[src/hw/rtl/tdpt_pkg.sv]
`timescale 1ns / 1ps

package tdpt_pkg;

  // Width at which both operands are taken; bit VALUE_BITS-1 is the sign.
  localparam int unsigned VALUE_BITS = 32;

  // Bit counter for one restoring-division pass (counts VALUE_BITS-1 down to 0).
  localparam int unsigned CNT_W = $clog2(VALUE_BITS);

  typedef enum logic [1:0] {
    ST_IDLE,
    ST_DIV,
    ST_CHECK,
    ST_DONE
  } state_e;

endpackage

[src/hw/rtl/trial_division_prime_test_top.sv]
`timescale 1ns / 1ps

// Trial-division prime test. Each transaction carries a signed test value and
// a compare value and yields one result with four flags: prime, even, odd and
// equal. Parity and equality are settled when the transaction is taken; zero,
// one, two, negative values and other even values skip the divisor search
// and go straight to the result. Odd values of three and up run the
// divisor search: odd divisors d = 3, 5, 7, ... are tried through one shared
// restoring divider that produces one quotient bit per cycle. The search
// ends at the first exact divisor (not prime) or as soon as d exceeds n / d
// (prime). Worst case is a large prime: about sqrt(n) / 2 trials, near 23,200
// trials for n close to 2^31. One transaction is worked on at a time;
// in_stall_o stays high until the result is written to the output register.
// The next transaction may be taken while a finished result still waits on
// out_stall_i.
module trial_division_prime_test_top (
  input  logic        clk_i,
  input  logic        rst_ni,

  input  logic        in_valid_i,
  output logic        in_stall_o,
  input  logic [31:0] test_value_i,
  input  logic [31:0] compare_value_i,

  output logic        out_valid_o,
  input  logic        out_stall_i,
  output logic        is_prime_o,
  output logic        is_even_o,
  output logic        is_odd_o,
  output logic        is_equal_o
);

  localparam int unsigned VB    = tdpt_pkg::VALUE_BITS;
  localparam int unsigned CNT_W = tdpt_pkg::CNT_W;

  tdpt_pkg::state_e state_q, state_d;

  // working registers of the divisor search
  logic [VB-1:0]    n_q, n_d;      // value under test
  logic [VB-1:0]    dv_q, dv_d;    // current trial divisor
  logic [VB-1:0]    rem_q, rem_d;  // partial remainder
  logic [VB-1:0]    quo_q, quo_d;  // dividend bits out, quotient bits in
  logic [CNT_W-1:0] cnt_q, cnt_d;
  logic             prime_q, prime_d;
  logic             eq_q, eq_d;
  logic             odd_q, odd_d;

  // output register
  logic out_valid_q, out_valid_d;
  logic o_prime_q, o_prime_d;
  logic o_odd_q, o_odd_d;
  logic o_eq_q, o_eq_d;

  logic          in_take;
  logic          out_free;
  logic [VB-1:0] tv;
  logic [VB-1:0] cv;
  logic          early;     // settled without a divisor search
  logic          early_prime;
  logic [VB:0]   rem_shift;
  logic [VB:0]   rem_sub;
  logic          fits;
  logic          div_last;
  logic          past_root; // d > n/d: no divisor left to try
  logic          exact;

  assign tv = test_value_i[VB-1:0];
  assign cv = compare_value_i[VB-1:0];

  assign in_take  = in_valid_i && (state_q == tdpt_pkg::ST_IDLE);
  assign out_free = !out_valid_q || !out_stall_i;

  // negative, below two, or even: answer known up front
  always_comb begin
    early       = 1'b0;
    early_prime = 1'b0;
    if (tv[VB-1]) begin
      early = 1'b1;
    end else if (tv < VB'(2)) begin
      early = 1'b1;
    end else if (tv == VB'(2)) begin
      early       = 1'b1;
      early_prime = 1'b1;
    end else if (!tv[0]) begin
      early = 1'b1;
    end
  end

  // shared restoring-division step
  assign rem_shift = {rem_q, quo_q[VB-1]};
  assign rem_sub   = rem_shift - {1'b0, dv_q};
  assign fits      = !rem_sub[VB];
  assign div_last  = (cnt_q == '0);
  assign past_root = (dv_q > quo_q);
  assign exact     = (rem_q == '0);

  // next state
  always_comb begin
    state_d = state_q;
    unique case (state_q)
      tdpt_pkg::ST_IDLE: begin
        if (in_valid_i) begin
          state_d = early ? tdpt_pkg::ST_DONE : tdpt_pkg::ST_DIV;
        end
      end
      tdpt_pkg::ST_DIV: begin
        if (div_last) begin
          state_d = tdpt_pkg::ST_CHECK;
        end
      end
      tdpt_pkg::ST_CHECK: begin
        if (past_root || exact) begin
          state_d = tdpt_pkg::ST_DONE;
        end else begin
          state_d = tdpt_pkg::ST_DIV;
        end
      end
      tdpt_pkg::ST_DONE: begin
        if (out_free) begin
          state_d = tdpt_pkg::ST_IDLE;
        end
      end
      default: state_d = tdpt_pkg::ST_IDLE;
    endcase
  end

  // datapath and outputs
  always_comb begin
    n_d         = n_q;
    dv_d        = dv_q;
    rem_d       = rem_q;
    quo_d       = quo_q;
    cnt_d       = cnt_q;
    prime_d     = prime_q;
    eq_d        = eq_q;
    odd_d       = odd_q;
    out_valid_d = out_valid_q && out_stall_i;
    o_prime_d   = o_prime_q;
    o_odd_d     = o_odd_q;
    o_eq_d      = o_eq_q;

    unique case (state_q)
      tdpt_pkg::ST_IDLE: begin
        if (in_take) begin
          n_d     = tv;
          eq_d    = (tv == cv);
          odd_d   = tv[0];
          prime_d = early_prime;
          dv_d    = VB'(3);
          rem_d   = '0;
          quo_d   = tv;
          cnt_d   = CNT_W'(VB - 1);
        end
      end
      tdpt_pkg::ST_DIV: begin
        rem_d = fits ? rem_sub[VB-1:0] : rem_shift[VB-1:0];
        quo_d = {quo_q[VB-2:0], fits};
        cnt_d = cnt_q - CNT_W'(1);
      end
      tdpt_pkg::ST_CHECK: begin
        if (past_root) begin
          prime_d = 1'b1;
        end else if (exact) begin
          prime_d = 1'b0;
        end else begin
          dv_d  = dv_q + VB'(2);
          rem_d = '0;
          quo_d = n_q;
          cnt_d = CNT_W'(VB - 1);
        end
      end
      tdpt_pkg::ST_DONE: begin
        if (out_free) begin
          out_valid_d = 1'b1;
          o_prime_d   = prime_q;
          o_odd_d     = odd_q;
          o_eq_d      = eq_q;
        end
      end
      default: ;
    endcase
  end

  always_ff @(posedge clk_i or negedge rst_ni) begin
    if (!rst_ni) begin
      state_q     <= tdpt_pkg::ST_IDLE;
      out_valid_q <= 1'b0;
    end else begin
      state_q     <= state_d;
      out_valid_q <= out_valid_d;
    end
  end

  always_ff @(posedge clk_i) begin
    n_q       <= n_d;
    dv_q      <= dv_d;
    rem_q     <= rem_d;
    quo_q     <= quo_d;
    cnt_q     <= cnt_d;
    prime_q   <= prime_d;
    eq_q      <= eq_d;
    odd_q     <= odd_d;
    o_prime_q <= o_prime_d;
    o_odd_q   <= o_odd_d;
    o_eq_q    <= o_eq_d;
  end

  assign in_stall_o  = (state_q != tdpt_pkg::ST_IDLE);
  assign out_valid_o = out_valid_q;
  assign is_prime_o  = o_prime_q;
  assign is_odd_o    = o_odd_q;
  assign is_even_o   = !o_odd_q;
  assign is_equal_o  = o_eq_q;

endmodule
[config.mk]
export PLATFORM = sky130hd
export DESIGN_NAME = trial_division_prime_test_top
export DESIGN_NICKNAME = d
export VERILOG_FILES = /design/src/hw/rtl/tdpt_pkg.sv /design/src/hw/rtl/trial_division_prime_test_top.sv
export SDC_FILE = /design/constraint.sdc
export NUM_CORES = 1
export LEC_CHECK = 0
export ABC_CLOCK_PERIOD_IN_PS = 13800
export BUFFER_PORTS_ARGS = -buffer_cell sky130_fd_sc_hd__buf_2
export CAP_MARGIN = 25
export CORE_MARGIN = 5
export CORE_UTILIZATION = 50
export DETAILED_ROUTE_END_ITERATION = 12
export PLACE_DENSITY = 0.75
export SLEW_MARGIN = 5
export SYNTH_ARGS = -nofsm -noshare
export SYNTH_HDL_FRONTEND = slang
export SYNTH_SLANG_ARGS = --single-unit
[constraint.sdc]
create_clock -name clk_i -period 13.8 [get_ports clk_i]
set_input_delay 0.69 -clock clk_i [delete_from_list [all_inputs] [get_ports clk_i]]
set_output_delay 0.69 -clock clk_i [all_outputs]
set_load 0.1 [all_outputs]
==> impl_metrics.ini <==
[finish]
n_fill_cell = 1591
syn2layout_area_growth_pct = 11.9
antenna_cells = 0
fin_nets = 1133
drive_gt1_frac = 0.152

[global_routing]
grt_antenna_before_repair = 0
grt_max_degree = 65
met1_usage = 0.287
overflow = 0
grt.busiest_layer = met2
grt_pass1_wl_mm = 36.3
met2_usage = 0.329
met3_usage = 0.0389
grt_pass1_vias = 7136
grt_usage = 0.208

[worst_setup_path]
path_max_fanout = 26
crit_required_ns = 13.96
critPathMostFrequentCell = a21oi_2
worst_setup_path_start_kind = register
crit_type = register to register
end_kind = register
cp.arrival_ns = 3.86
r2r_cells = 11
path_cells = fa_1 -> nand2b_1 -> a21oi_2 -> o21ai_2 -> a221o_1 -> a21oi_4 -> a21oi_2 -> o211ai_4 -> buf_4 -> mux2i_1 -> nor2_1
slowest_stage = buf_4
critPathMaxStageDelay_ns = 0.50

[synthesis]
ys_warn_count = 0
synth_edf_count = 137
syn-instance-count = 925
synthTopCellsByCount = edfxtp_1 (137), nor2_1 (87), inv_1 (78), a21oi_1 (76), ha_1 (69)
ys_seq_area_frac = 0.442
ys_ff_latch = 140
async_reset_ff_frac = 0.0214
yosysMostFrequentCell = edfxtp_1
synth.distinct_cells = 75
avgSynthCellArea_sq_um = 10.3
ys.flop_type = edfxtp_1
syn_area_sq_um = 9480
yosysTopAreaCell = edfxtp_1
synth.area.top_cells = edfxtp_1 (43%), ha_1 (9.1%), xnor2_1 (4.3%)
synth_nets = 1063
synth_top_area_share = 0.434

[floorplan]
core_sq_um = 18700
dieHeight_microns = 148
rows = 50
start_util = 0.507
io_pins = 74
dieArea_sq_um = 21800
die-width_microns = 148

[placed_design]
hpwlAfterDp_mm = 16.4
numPortBuffers = 73
finalWeightedCongestion = 0.904

[timing]
fin_crit_sh = 0.269
finClkSkew_ns = 0.0134
tightestPinTransition_ns = 0.650
rsz0062_at_grt = false
slew_viol_final = 0
tns_ns = 0
slew_headroom = 0.563
setup_viol = 0
fmax_mhz = 270
period_needed_ns = 3.71
finalHoldViolations = 0

[clock_tree]
htree_levels = 4
cts.repair.resized = 0
postCtsHoldBufs = 0
cts_sinks = 140
clockBufferDepth = 2
path_clk_slew_ns = 0.06
cts_buffers = 17
clkLatencyLatePin_ns = 0.44
cts_tree = built
cts_setup_buffers = 0
root_buffer = clkbuf_16

[detailed_routing]
drc_errors = 0
first_pass_iters = 5
wirelength_mm = 22.2
vias = 7185
avgRoutedWirePerCell_microns = 17.9
drtIter0Drc = 578
viasPerCell = 5.79
drtAntennaViolNets = 0

[flow_run]
cap_violations = 0

[worst_hold_path]
hold_class = input port to async pin

[outcome]
status = finished, final reports clean
kinds of logic after synthesis:
kind of cell	synth area share
buf+inv	0.0525
mux	0.0285
xor+xnor	0.0813
fa+ha+maj	0.0932
flops	0.442
compound gates	0.152
simple gates	0.151
sequential cells by signal, summed over array words and instances (netlist names):
| name | cells |
|---|---|
| n_q | 32 |
| quo_q | 32 |
| rem_q | 32 |
| dv_q | 31 |
| cnt_q | 5 |
| state_q | 2 |
| eq_q | 1 |
| is_equal_o | 1 |
| is_odd_o | 1 |
| is_prime_o | 1 |
| out_valid_o | 1 |
| prime_q | 1 |
metal layers:
layer  wire [microns]  vias up
li1                 -     3532
met1            10200     3379
met2            10300      228
met3             1220       46
met4              493        0
met5                0        -
metrics by stage:
step                utilization  setup WS, ns  area, sq um  std cells  hold WS [ns]
finish                    0.567         10.09        10600       1242        0.0507
global route              0.567          9.92        10600       1242        0.0447
CTS                       0.566         10.10        10600       1241        0.0354
detailed placement        0.536         10.11        10000       1209         0.407
global placement          0.535         10.20        10000       1208         0.405
floorplan                     -          6.52         9480        925         0.394
cell usage in the layout (no fill, tap or decap), types with 4 or more instances in the layout:
cell / Yosys / final
nor3_2: 3 / 4
nor2_1: 87 / 86
a21oi_1: 76 / 76
a31oi_1: 5 / 5
inv_1: 78 / 78
nor2_2: 4 / 5
nand4_1: 22 / 22
nand2b_1: 8 / 8
clkinv_4: 0 / 6
and2_1: 28 / 28
buf_4: 2 / 7
or3_1: 5 / 5
clkbuf_16: 0 / 17
nand3_1: 18 / 18
nor3_1: 11 / 10
a21boi_0: 5 / 5
a21oi_2: 4 / 4
mux2i_1: 27 / 27
xnor2_1: 47 / 47
nor4_1: 26 / 26
ha_1: 69 / 67
nor2b_1: 5 / 5
xor2_1: 41 / 41
edfxtp_1: 137 / 137
nand2_1: 39 / 39
buf_2: 0 / 73
o22ai_1: 4 / 4
o21ai_0: 20 / 20
a21o_1: 33 / 33
a22oi_1: 31 / 31
critical path: cells and delay by family (launching register included):
| family | cells | cell delay, ns |
|---|---|---|
| fa+ha+maj | 1 | 0.49 |
| flops | 1 | 0.49 |
| simple gates | 2 | 0.25 |
| mux | 1 | 0.26 |
| buf+inv | 1 | 0.50 |
| compound gates | 6 | 1.43 |
final cells by class:
type                       count  area (sq um)  share of cell area
clock inverter                15           136              0.0129
sequential                   140          4190               0.395
tap                          234           293              0.0276
multi-input combinational    675          4820               0.454
timing repair buffer          82           453              0.0427
inverter                      79           297              0.0279
clock buffer                  17           425              0.0401
final timing paths:
path                       slack (ns)                     end                   from
setup / recovery                10.09  rem_q[9]$_SDFFCE_PN0P_  dv_q[1]$_SDFFCE_PN1P_
hold / removal                   0.05  state_q[1]$_DFFE_PN0P_                 rst_ni
setup reg to reg                10.09  rem_q[9]$_SDFFCE_PN0P_  dv_q[1]$_SDFFCE_PN1P_
hold reg to reg                  0.42    is_prime_o$_DFFE_PP_      prime_q$_DFFE_PP_
max in group asynchronous       13.63   out_valid_o$_DFF_PN0_                 rst_ni
min in group clk_i               0.42    is_prime_o$_DFFE_PP_      prime_q$_DFFE_PP_
Power is not shown: default switching activity piles up to over one toggle a cycle in this logic, so the estimate is an artifact.
